[src/rtl/oal_pkg.sv]
// ----------------------------------------------------------------------------
// oal_pkg: shared definitions for the ordered array list engine
// Sizes, action and status codes, cell control and tree node types.
// ----------------------------------------------------------------------------
`default_nettype none

package oal_pkg;

    localparam int CAPACITY   = 128;
    localparam int DATA_WIDTH = 32;

    // entry index, entry count and position compare widths
    localparam int IDX_W   = $clog2(CAPACITY);
    localparam int CNT_W   = $clog2(CAPACITY + 1);
    localparam int POS_W   = 8;
    localparam int CMP_W   = (CNT_W > POS_W) ? CNT_W : POS_W;
    localparam int LEAVES  = 1 << IDX_W;
    localparam int WAIT_W  = $clog2(IDX_W + 1);

    // actions
    localparam logic [1:0] ACT_INSERT = 2'd0;
    localparam logic [1:0] ACT_DELETE = 2'd1;
    localparam logic [1:0] ACT_READ   = 2'd2;
    localparam logic [1:0] ACT_SEARCH = 2'd3;

    // result status
    localparam logic [1:0] STAT_OK       = 2'd0;
    localparam logic [1:0] STAT_FULL     = 2'd1;
    localparam logic [1:0] STAT_RANGE    = 2'd2;
    localparam logic [1:0] STAT_NOTFOUND = 2'd3;

    // broadcast to every cell
    typedef struct packed {
        logic                  ins;
        logic                  del;
        logic                  srch;
        logic [CMP_W-1:0]      pos;
        logic [CNT_W-1:0]      count;
        logic [DATA_WIDTH-1:0] value;
    } cell_ctrl_t;

    // one node of the first-hit tree
    typedef struct packed {
        logic                  hit;
        logic [IDX_W-1:0]      idx;
        logic [DATA_WIDTH-1:0] data;
    } tree_node_t;

    // stored word to 32-bit result field, sign-extended
    function automatic logic [31:0] word_to_field(input logic [DATA_WIDTH-1:0] w);
        logic signed [63:0] wide;
        begin
            wide = 64'($signed(w));
            return wide[31:0];
        end
    endfunction

endpackage

`default_nettype wire

[src/rtl/oal_cell.sv]
// ----------------------------------------------------------------------------
// oal_cell: one list entry
// Holds one word, shifts from a neighbor on insert or delete, flags a hit.
// ----------------------------------------------------------------------------
`default_nettype none

module oal_cell (
    input  wire logic                          clk,
    input  wire oal_pkg::cell_ctrl_t           ctrl,
    input  wire logic [oal_pkg::IDX_W-1:0]     cell_idx,
    input  wire logic [oal_pkg::DATA_WIDTH-1:0] left_entry,
    input  wire logic [oal_pkg::DATA_WIDTH-1:0] right_entry,
    output logic      [oal_pkg::DATA_WIDTH-1:0] entry,
    output logic                               hit
);

    logic [oal_pkg::DATA_WIDTH-1:0] entry_reg;
    logic [oal_pkg::DATA_WIDTH-1:0] entry_next;
    logic [oal_pkg::CMP_W-1:0]      my_idx;

    assign my_idx = oal_pkg::CMP_W'(cell_idx);

    always_comb
    begin
        entry_next = entry_reg;
        if (ctrl.ins)
        begin
            if (my_idx == ctrl.pos)
                entry_next = ctrl.value;
            else if (my_idx > ctrl.pos)
                entry_next = left_entry;
        end
        else if (ctrl.del)
        begin
            if (my_idx >= ctrl.pos)
                entry_next = right_entry;
        end
    end

    always_ff @(posedge clk)
    begin
        entry_reg <= entry_next;
    end

    // search: live entry equal to value; read: position match
    assign hit = ctrl.srch
               ? ((my_idx < oal_pkg::CMP_W'(ctrl.count)) && (entry_reg == ctrl.value))
               : (my_idx == ctrl.pos);

    assign entry = entry_reg;

endmodule

`default_nettype wire

[config.mk]
export PLATFORM = sky130hd
export DESIGN_NAME = oal_cell
export DESIGN_NICKNAME = d
export VERILOG_FILES = /design/src/rtl/oal_pkg.sv /design/src/rtl/oal_cell.sv
export SDC_FILE = /design/constraint.sdc
export NUM_CORES = 1
export LEC_CHECK = 0
export ABC_AREA = 1
export BUFFER_PORTS_ARGS = -buffer_cell sky130_fd_sc_hd__buf_4
export CAP_MARGIN = 20
export CORE_MARGIN = 10
export CORE_UTILIZATION = 40
export CTS_CLUSTER_DIAMETER = 100
export DETAILED_ROUTE_END_ITERATION = 10
export GPL_ROUTABILITY_DRIVEN = 0
export PLACE_DENSITY_LB_ADDON = 0.12
export SETUP_SLACK_MARGIN = 0.1
export SLEW_MARGIN = 20
export SYNTH_ARGS = -nofsm -noshare
export SYNTH_HDL_FRONTEND = slang
export SYNTH_SLANG_ARGS = --single-unit
[constraint.sdc]
create_clock -name clk -period 3.55 [get_ports clk]
set_input_delay 1.065 -clock clk [delete_from_list [all_inputs] [get_ports clk]]
set_output_delay 1.065 -clock clk [all_outputs]
set_load 0.02 [all_outputs]
# [Word level (Yosys, flattened, before mapping)]
# Cells that the tools add are included.
# Widths: inputs -> output; s select.
[totals] elab_cells=17 reg_bits=32
[classes] mux=6 n_reduce_logical=4 magnitude_cmp=3 eq_ne=3
[op_table] op="$mux 32" count=5
[op_table] op="$eq 32x32->1" count=1
[op_table] op="$eq 7x8->1" count=1
[op_table] op="$ge 7x8->1" count=1
[op_table] op="$gt 7x8->1" count=1
[op_table] op="$lt 7x8->1" count=1
[op_table] op="$reduce_bool 2->1" count=2
[op_table] op="$ne 3x1->1 const B" count=1
[op_table] op="$reduce_and 3->1" count=1
[op_table] op="$logic_and 1x1->1" count=1
[op_table] op="$mux 1" count=1

# [Logic depth before layout (Yosys ltp)]
# Gate-level depths: netlist of the first run.
[depth] word_depth=4 ltp_mapped=11 depth_no_buf=11

# [Worst setup path after synthesis of the first run]
# Ideal clock, no wire load.
[synth_path] kind="input to register" startpoint="input port ctrl[43] (netlist name)" endpoint="register entry_reg, in the netlist entry[0], enable pin" slack_ns=-0.164 cell_stages=6 arrival_ns=3.283 path_buffers=0 path_cell_list="inv_1 > ha_1 > nand2_1 > nor2_4 > o21ai_0 > a21oi_1"
[synth_via] elab_chain_cells=3 elab_cells_between_ends=6
[synth_rtl] item="from (decl)" line="oal_cell.sv:9" text="input wire oal_pkg::cell_ctrl_t ctrl,"
[synth_rtl] item="$gt 7x8->1, or another cell as far along" line="oal_cell.sv:30" text="else if (my_idx > ctrl.pos)"
[synth_rtl] item="$ne 3x1->1 (no source line) or $reduce_bool 2->1 (tied branches)"
[synth_rtl] item="$reduce_and 3->1 (no source line) *"
[synth_rtl] item="to (signal assigned)" line="oal_cell.sv:42" text="entry_reg <= entry_next;"
[synth_rtl] item="to (decl)" line="oal_cell.sv:17" text="logic [oal_pkg::DATA_WIDTH-1:0] entry_reg;"
# Mark *: on every way between the ends. The rest lies on a longest branch, timed or not.
# A chain may end at the register's enable or synchronous reset.

# [Final worst setup path of the first run]
[layout_path] startpoint="input port ctrl[37] (netlist name)" endpoint="output port hit"
[layout_via] elab_chain_cells=3
[layout_rtl] item="$lt 7x8->1" line="oal_cell.sv:47" text="? ((my_idx < oal_pkg::CMP_W'(ctrl.count)) && (entry_reg == ctrl.value))"
[layout_rtl] item="$logic_and 1x1->1" line="oal_cell.sv:47"
[layout_rtl] item="$mux 1" line="oal_cell.sv:47"
[layout_rtl] item="to (decl)" line="oal_cell.sv:14" text="output logic hit"
# Every way passes these cells.

==> metrics.md, run 1 <==
| Metric | Value |
|---|---|
| Syn. warnings | `0` |
| Critical Path Source Type | `input port` |
| Clock Root Buffer | `clkbuf_8` |
| Internal power | `0.799 mW` |
| Cell variety after synth | `20` |
| Syn_area_per_cell | `~6.7 µm²` |
| Number of antenna diodes | `0` |
| Clock transition at path regs | `70 ps` |
| Worst path required time | `2480 ps` |
| Fmax | `slightly above 300 MHz` |
| PD cells | `299 mW/mm²` |
| Via count | `2,900` |
| DR WL/cell | `14.5 µm` |
| Hold Vio Cnt, Final | `0` |
| Initial antenna violation count | `0` |
| Final period utilization | `93.0%` |
| Antenna Nets Post-Route | `0` |
| Fin Setup TNS | `0 ps` |
| First-pass GRT wire length | `13,800 µm` |
| Top Ports | `156` |
| Hold path start | `right_entry[11]` |
| GRT Total Usage | `16.7%` |
| Peak supply drop | `between 200 and 250 µV` |
| Initial Util | `41.0%` |
| Post-Syn Nets | `between 500 and 600` |
| Tightest Pin Transition | `between 600 and 700 ps` |
| Synth Instances | `386` |
| Status | `completed` |
| Residual DRC count | `0` |
| Max Used Layer | `met4` |
| Max-cap viol count | `0` |
| # H-tree levels | `2` |
| Register area share after synthesis | `36.9%` |
| Hold_ws | `1090 ps` |
| Register bit total from synthesis | `32` |
| Fillers | `~630` |
| CP Max Fanout | `2` |
| Pin count of the biggest net entering global routing | `35` |
| Hold_buf cts | `0` |
| Clock tree buffer depth | `2` |
| Core box area | `0.00635 mm²` |
| Combinational power share | `33.6%` |
| Switching share of power | `31.6%` |
| Reg power frac | `42.2%` |
| Site row count | `29` |
| CP arrival | `2240 ps` |
| Die H | `101 µm` |
| Post-DP HPWL | `7020 µm` |
| Vias per cell | `4.71` |
| Vias in the first global route | `2,953` |
| Critical path type | `in -> out` |
| WHS Endpoint | `entry[11]` |
| Min cycle time layout | `around 3300 ps` |
| Clock sinks | `32` |
| Share of post-route cells with drive strength above 1 | `32.3%` |
| Critical path endpoint category | `output pin` |
| PortBufs | `155` |
| Count of final setup violators | `0` |
| Post-CTS setup buffer count | `0` |
| Nets | `674` |
| NetSw | `0.370 mW` |
| Final core utilization | `61.6%` |
| RSZ-0062 raised after global routing | `no` |
| Slew headroom | `between 50% and 60%` |
| Wire length on met2 | `4460 µm` |
| Drt pass-1 iters | `4` |
| Area growth syn-to-layout | `50.0%` |
| Mapped cell area | `0.00260 mm²` |
| Routed wire length | `8950 µm` |
| DR WL met3 | `805 µm` |
| Largest register FFs | `32` |
| DR iter-0 viols | `80` |
| Grt ovf | `0` |
| CTS tree | `yes` |
| Post-CTS sizing | `0` |
| Die area | `0.0101 mm²` |
| Hold/Removal Path Class | `in -> reg` |
| Pins Over Slew Limit | `0` |
| Power, Total | `1.17 mW` |
| Hold path cells | `3` |
| Die X-Extent | `101 µm` |
| Num CTS Buffers | `5` |
| Met1 wire length | `3570 µm` |
| P_leak | `2.04 nW` |
| Share of power burned in the clock network | `24.2%` |
[synth_stat cells]
| cell | number | share of area, % |
|---|---|---|
| nand2_1 | 113 | 16 |
| a21oi_1 | 72 | 14 |
| inv_1 | 64 | 9.2 |
| nor2_1 | 54 | 7.8 |
| edfxtp_1 | 32 | 37 |
| ha_1 | 13 | 6.2 |
| xnor2_1 | 8 | 2.7 |
| buf_2 | 5 | 0.96 |
| nand3_1 | 5 | 0.96 |
| clkbuf_1 | 4 | 0.58 |
| buf_6 | 3 | 1.3 |
| nand4_1 | 3 | 0.72 |
| o21ai_0 | 2 | 0.38 |
| or2_2 | 2 | 0.48 |
| buf_1 | 1 | 0.14 |
| clkinv_2 | 1 | 0.19 |
| inv_2 | 1 | 0.14 |
| nand2_4 | 1 | 0.43 |
| nor2_4 | 1 | 0.43 |
| xor2_1 | 1 | 0.34 |
[metal layers]
metal,vias to the layer above,track usage (%)
met1,1273,17.9
met3,12,6.31
li1,1517,-
met4,0,4.67
met5,-,0
met2,98,29.6
[how the worst max path moves through the flow]
stage,slack (ps),cells past startpoint,start,end
2_1_floorplan,420,9,ctrl[43],hit
5_1_grt,110,13,ctrl[37],hit
3_5_place_dp,260,13,ctrl[37],hit
4_1_cts,250,13,ctrl[37],hit
3_3_place_gp,300,13,ctrl[37],hit
6_report,250,13,ctrl[37],hit
[worst max-delay path, cell delays in order]
cell and delay [ps]:
buf_4 80, inv_1 30, ha_1 300, nand2_1 70, nand2_1 40, nand2_1 60
nand3_1 70, nor2_1 120, nand2_1 70, nor2_1 100, nand2_1 50, nand2_1 50
buf_4 130
[logic make-up (layout without fill, tap and decap cells)]
group	count (synthesis)	count (layout)	share of synthesized area (%)
simple gates	179	179	27.1
buf+inv	79	232	12.5
compound gates	74	74	14.2
flops	32	32	36.9
fa+ha+maj	13	13	6.24
xor+xnor	9	9	3.03
[power groups by stage]
stage | registers [mW] | clock network [mW] | logic (mW)
2_1_floorplan | 0.546 | 0 | 0.140
3_3_place_gp | 0.498 | 0 | 0.391
3_5_place_dp | 0.501 | 0 | 0.396
4_1_cts | 0.493 | 0.292 | 0.398
5_1_grt | 0.499 | 0.306 | 0.436
6_report | 0.493 | 0.283 | 0.393
[cell usage in the layout (no fill, tap or decap), types with 2 or more instances in the layout]
cell / netlist / layout
inv_2: 1 / 2
ha_1: 13 / 13
inv_1: 64 / 63
nand4_1: 3 / 3
buf_4: 0 / 158
nand3_1: 5 / 5
clkinv_2: 1 / 3
clkbuf_8: 0 / 5
nor2_1: 54 / 54
a21oi_1: 72 / 71
o21ai_0: 2 / 2
xnor2_1: 8 / 8
or2_2: 2 / 2
nand2_1: 113 / 113
edfxtp_1: 32 / 32
[cell type report]
type                            instances  area [µm²]  area share (%)
Inverter                               66         249            6.37
Clock inverter                          3        18.8           0.480
Multi-Input combinational cell        275        1330            34.0
Clock buffer                            5        68.8            1.76
Tap cell                               77        96.3            2.46
Sequential cell                        32         961            24.6
Timing Repair Buffer                  158        1190            30.3
[metrics by stage]
stage	std cells	setup WS, ps	area, µm²
6_report	616	247	3910
5_1_grt	616	112	3910
4_1_cts	616	254	3910
3_5_place_dp	608	257	3820
3_3_place_gp	608	299	3820
2_1_floorplan	386	416	2610
Note: power is estimated with default switching activity, not from simulation.
==> run 2, diff against run 1 <==
==> constraint.sdc (replaced) <==
create_clock -name clk -period 3.55 [get_ports clk]
set_input_delay 0.71 -clock clk [delete_from_list [all_inputs] [get_ports clk]]
set_output_delay 0.71 -clock clk [all_outputs]
set_load 0.02 [all_outputs]
==> metrics.md, run 2 (synthesis results as in run 1) <==
| Metric | Value |
|---|---|
| Min cycle time layout | `2710 ps (was 3300 ps)` |
| Initial antenna violation count | `0 (unchanged)` |
| Hold_buf cts | `0 (unchanged)` |
| Share of power burned in the clock network | `28.0% (was 24.2%)` |
| Die X-Extent | `101 µm (unchanged)` |
| Nets | `673 (was 674)` |
| Number of antenna diodes | `0 (unchanged)` |
| DR iter-0 viols | `80 (unchanged)` |
| Area occupied by multi-input gates | `0.00133 mm² (unchanged)` |
| Hold/Removal Path Class | `in -> reg (unchanged)` |
| CP Max Fanout | `33 (was 2)` |
| Post-CTS setup buffer count | `0 (unchanged)` |
| NetSw | `0.363 mW (was 0.370 mW)` |
| Pin count of the biggest net entering global routing | `35 (unchanged)` |
| GRT Total Usage | `16.9% (was 16.7%)` |
| Clock sinks | `32 (unchanged)` |
| CP dominant cell by count | `nand2_1 (unchanged)` |
| Die area | `0.0101 mm² (unchanged)` |
| Status | `completed (unchanged)` |
| CP arrival | `2000 ps (was 2240 ps)` |
| Combinational power share | `32.0% (was 33.6%)` |
| Hold Vio Cnt, Final | `0 (unchanged)` |
| Site row count | `29 (unchanged)` |
| Vias in the first global route | `2,945 (was 2,953)` |
| Area growth syn-to-layout | `50.5% (was 50.0%)` |
| DP Cell Count | `607 (was 608)` |
| Worst path required time | `2840 ps (was 2480 ps)` |
| Grt ovf | `0 (unchanged)` |
| Antenna Nets Post-Route | `0 (unchanged)` |
| Clock Root Buffer | `clkbuf_8 (unchanged)` |
| Internal power | `0.867 mW (was 0.799 mW)` |
| Slew headroom | `29.5% (was 57.3%)` |
| Via count | `2,873 (was 2,900)` |
| First-pass GRT wire length | `14,000 µm (was 13,800 µm)` |
| Post-CTS sizing | `0 (unchanged)` |
| Largest register FFs | `32 (unchanged)` |
| Reg power frac | `40.0% (was 42.2%)` |
| Post-DP HPWL | `7170 µm (was 7020 µm)` |
| Critical path endpoint category | `output pin (unchanged)` |
| Clock tree buffer depth | `2 (unchanged)` |
| Clock transition at path regs | `70 ps (about the same)` |
| Non-Filler Instances | `615 (was 616)` |
| Residual DRC count | `0 (unchanged)` |
| CP Capture Point | `hit (unchanged)` |
| Pins Over Slew Limit | `0 (unchanged)` |
| CP max stage delay | `310 ps (was 300 ps)` |
| Critical path type | `in -> out (unchanged)` |
| Critical Path Source Type | `input port (unchanged)` |
| Share of post-route cells with drive strength above 1 | `31.6% (was 32.3%)` |
| Worst-path cell chain | `buf_4 > inv_1 > ha_1 > nand2_1 > nor2_4 > nand2_4 > clkinv_2 > nand2_1 > nand2_1 > buf_4 (was buf_4 > inv_1 > ha_1 > nand2_1 > nand2_1 > nand2_1 > nand3_1 > nor2_1 > nand2_1 > nor2_1 > nand2_1 > nand2_1 > buf_4)` |
| Tightest Pin Transition | `1060 ps (was 640 ps)` |
| Storage cell area | `961 µm² (unchanged)` |
| Final period utilization | `76.2% (was 93.0%)` |
| Peak supply drop | `197 µV (was 222 µV)` |
| Top Ports | `156 (unchanged)` |
| P_leak | `2.04 nW (about the same)` |
| Vias per cell | `4.67 (was 4.71)` |
| Count of final setup violators | `0 (unchanged)` |
| Routed wire length | `8990 µm (was 8950 µm)` |
| Fmax | `370 MHz (was 303 MHz)` |
| Switching share of power | `29.5% (was 31.6%)` |
| # H-tree levels | `2 (unchanged)` |
| Slowest CP cell | `nand2_4 (was ha_1)` |
| Num CTS Buffers | `5 (unchanged)` |
| Drt pass-1 iters | `4 (unchanged)` |
| Core box area | `0.00635 mm² (unchanged)` |
| RSZ-0062 raised after global routing | `no (unchanged)` |
| PortBufs | `155 (unchanged)` |
| Setup crit start | `ctrl[43] (was ctrl[37])` |
| Commonest cells after routing, fill and taps aside | `buf_4, nand2_1, a21oi_1 (unchanged)` |
| Initial Util | `41.0% (unchanged)` |
| Fin Setup TNS | `0 ps (unchanged)` |
| Most common library cell in the layout ignoring fill and taps | `buf_4 (unchanged)` |
| Max-cap viol count | `0 (unchanged)` |
| Fillers | `632 (was 626)` |
| Die H | `101 µm (unchanged)` |
| DR WL/cell | `14.6 µm (was 14.5 µm)` |
| CTS tree | `yes (unchanged)` |
| PD cells | `314 mW/mm² (was 299 mW/mm²)` |
==> run 2: cell count changes in the layout (fill, tap and decap cells not counted) <==
cell	before	now
buf_4	158	157
bufinv_16	0	1
clkinv_1	0	2
clkinv_2	3	1
clkinv_4	1	0
inv_1	63	64
inv_2	2	1
==> run 2: worst min-delay path by stage <==
| stage | startpoint | slack, ps | cells after the start | endpoint |
|---|---|---|---|---|
| after detailed placement | right_entry[15] | 1030 | 3 | entry[15] |
| after CTS | right_entry[19] | 740 | 3 | entry[19] |
| after global placement | right_entry[27] | 1020 | 3 | entry[27] |
| final | right_entry[12] | 740 | 3 | entry[12] |
| after global routing | right_entry[18] | 740 | 3 | entry[18] |
| after floorplan | right_entry[0] | 930 | 2 | entry[0] |
==> run 2: metal layers <==
metal	vias up	part of all wire, %	wire length [µm]	GRT usage (%)
li1	1513	-	-	-
met4	0	0.92	83	3.59
met1	1245	39	3520	18.5
met3	6	9.9	892	7.20
met2	109	50	4490	29.5
met5	-	0	0	0
==> run 2: worst max-delay path, delay by kind of cell <==
family,cells,cell delay [ps]
simple gates,5,620
buf+inv,4,360
fa+ha+maj,1,290
==> run 2: cell type report <==
cell class	instances	share of cell area (%)
Multi-Input combinational cell	275	33.9
Timing Repair Buffer	157	30.1
Sequential cell	32	24.5
Inverter	66	6.35
Tap cell	77	2.46
Clock buffer	5	1.76
Clock inverter	3	0.958
==> run 2: power groups by stage <==
stage	combinational [mW]	clock, mW	sequential [mW]
3_3_place_gp	0.390	0	0.497
5_1_grt	0.438	0.367	0.498
3_5_place_dp	0.397	0	0.500
6_report	0.394	0.345	0.492
2_1_floorplan	0.140	0	0.546
4_1_cts	0.398	0.351	0.492
==> run 2: per-stage QoR <==
stage	total power, mW	utilization (%)	hold slack (ps)	instance area (µm²)	worst slack (ps)
6_report	1.23	61.7	738	3920	844
5_1_grt	1.30	61.7	742	3920	715
4_1_cts	1.24	61.7	736	3920	842
3_5_place_dp	0.897	60.1	1030	3810	854
3_3_place_gp	0.887	60.1	1020	3810	853
2_1_floorplan	0.686	-	935	2610	191
==> run 3, diff against run 2 <==
--- a/config.mk
+++ b/config.mk
@@ -9,7 +9,7 @@
 export BUFFER_PORTS_ARGS = -buffer_cell sky130_fd_sc_hd__buf_4
 export CAP_MARGIN = 20
 export CORE_MARGIN = 10
-export CORE_UTILIZATION = 40
+export CORE_UTILIZATION = 44
 export CTS_CLUSTER_DIAMETER = 100
 export DETAILED_ROUTE_END_ITERATION = 10
 export GPL_ROUTABILITY_DRIVEN = 0
==> constraint.sdc (replaced) <==
create_clock -name clk -period 2.65 [get_ports clk]
set_input_delay 0.53 -clock clk [delete_from_list [all_inputs] [get_ports clk]]
set_output_delay 0.53 -clock clk [all_outputs]
set_load 0.02 [all_outputs]
==> metrics.md, run 3 (synthesis results as in run 1) <==
| Metric | Value |
|---|---|
| Fmax | `between 400 and 500 MHz` |
| Critical Path Source Type | `input port (unchanged)` |
| Vias in the first global route | `3,129 (was 2,945)` |
| Hold_buf cts | `0 (unchanged)` |
| Clock Root Buffer | `clkbuf_8 (unchanged)` |
| Core box area | `0.00564 mm² (was 0.00635 mm²)` |
| Share of post-route cells with drive strength above 1 | `32.0% (was 31.6%)` |
| CP Max Fanout | `17 (was 33)` |
| Setup crit start | `ctrl[43] (unchanged)` |
| Grt ovf | `0 (unchanged)` |
| Final period utilization | `between 80% and 90%` |
| Top Ports | `156 (unchanged)` |
| Count of final setup violators | `0 (unchanged)` |
| DR WL/cell | `14.9 µm (was 14.6 µm)` |
| Fin Setup TNS | `0 ps (unchanged)` |
| Initial antenna violation count | `0 (unchanged)` |
| Num CTS Buffers | `5 (unchanged)` |
| Most common library cell in the layout ignoring fill and taps | `buf_4 (unchanged)` |
| Residual DRC count | `0 (unchanged)` |
| PD cells | `399 mW/mm² (was 314 mW/mm²)` |
| Antenna Nets Post-Route | `0 (unchanged)` |
| Area growth syn-to-layout | `51.0% (was 50.5%)` |
| Commonest cells after routing, fill and taps aside | `buf_4, nand2_1, a21oi_1 (unchanged)` |
| GRT Total Usage | `18.3% (was 16.9%)` |
| DP Cell Count | `604 (was 607)` |
| Routed wire length | `9160 µm (was 8990 µm)` |
| Hold Vio Cnt, Final | `0 (unchanged)` |
| PortBufs | `155 (unchanged)` |
| Clock transition at path regs | `70 ps (about the same)` |
| Critical path endpoint category | `output pin (unchanged)` |
| Drt pass-1 iters | `4 (unchanged)` |
| Die X-Extent | `96.9 µm (was 101 µm)` |
| Setup ws final | `366 ps (was 844 ps)` |
| P_leak | `2.05 nW (was 2.04 nW)` |
| Critical path type | `in -> out (unchanged)` |
| Number of antenna diodes | `0 (unchanged)` |
| Hold/Removal Path Class | `in -> reg (unchanged)` |
| Worst slack at placement | `381 ps (was 854 ps)` |
| Initial Util | `46.2% (was 41.0%)` |
| Slew headroom | `63.5% (was 29.5%)` |
| Post-CTS setup buffer count | `0 (unchanged)` |
| Site row count | `27 (was 29)` |
| Non-Filler Instances | `613 (was 615)` |
| Max-cap viol count | `0 (unchanged)` |
| RSZ-0062 raised after global routing | `no (unchanged)` |
| Tightest Pin Transition | `547 ps (was 1060 ps)` |
| Status | `completed (unchanged)` |
| CTS tree | `yes (unchanged)` |
| Pin count of the biggest net entering global routing | `34 (was 35)` |
| Clock tree buffer depth | `2 (unchanged)` |
| Peak supply drop | `292 µV (was 197 µV)` |
| Post-DP HPWL | `7380 µm (was 7170 µm)` |
| Min cycle time layout | `2280 ps` |
| Hold path start | `right_entry[17] (was right_entry[12])` |
| Via count | `2,992 (was 2,873)` |
| DR iter-0 viols | `150 (was 80)` |
| Pins Over Slew Limit | `0 (unchanged)` |
| CP arrival | `1750 ps (was 2000 ps)` |
| # H-tree levels | `2 (unchanged)` |
| Largest register FFs | `32 (unchanged)` |
| Final core utilization | `69.7% (was 61.7%)` |
| Die area | `0.00940 mm² (was 0.0101 mm²)` |
| Power, Total | `1.57 mW (was 1.23 mW)` |
| Post-CTS sizing | `0 (unchanged)` |
| Worst path required time | `2120 ps (was 2840 ps)` |
| Fillers | `493 (was 632)` |
| Clock sinks | `32 (unchanged)` |
| Nets | `676 (was 673)` |
| First-pass GRT wire length | `14,400 µm (was 14,000 µm)` |
| Die H | `96.9 µm (was 101 µm)` |
| Vias per cell | `4.88 (was 4.67)` |
==> run 3: stage by stage <==
stage          cell area [µm²]  hold slack, ps
6_report                  3930             558
5_1_grt                   3930             555
4_1_cts                   3920             550
3_5_place_dp              3830             851
3_3_place_gp              3830             841
2_1_floorplan             2620             755
==> run 3: final cells by class <==
| type | instances | area (µm²) | area share (%) |
|---|---|---|---|
| Inverter | 66 | 249 | 6.33 |
| Clock inverter | 2 | 11.3 | 0.286 |
| Timing Repair Buffer | 160 | 1220 | 31.0 |
| Clock buffer | 6 | 72.6 | 1.84 |
| Multi-Input combinational cell | 275 | 1330 | 33.8 |
| Sequential cell | 32 | 961 | 24.4 |
| Tap cell | 72 | 90.1 | 2.29 |
==> run 3: path summary, 6_finish.rpt <==
path	endpoint	slack (ps)	depth (start not counted)
min	entry[17]	560	3
max	hit	370	10
==> run 3: where the power goes <==
group	leakage [nW]	total [mW]	internal [mW]	switching (mW)
Combinational	1.70	0.538	0.270	0.268
Sequential	0.303	0.660	0.624	0.0362
Clock	0.0388	0.372	0.182	0.190
Total	2.05	1.57	1.08	0.494
==> run 3: critical path, stage by stage <==
cell	delay, ps
buf_4	80
inv_1	30
ha_1	300
nand2_1	130
nor2_4	60
nand2_4	70
clkinv_2	210
nand2_1	120
nand2_1	70
buf_4	160
==> run 3: layer usage <==
layer | vias to the layer above | part of all wire (%) | global-route usage (%)
li1 | 1518 | - | -
met1 | 1333 | 39 | 19.5
met2 | 131 | 49 | 32.1
met3 | 10 | 11 | 7.81
met4 | 0 | 0.97 | 4.96
met5 | - | 0 | 0
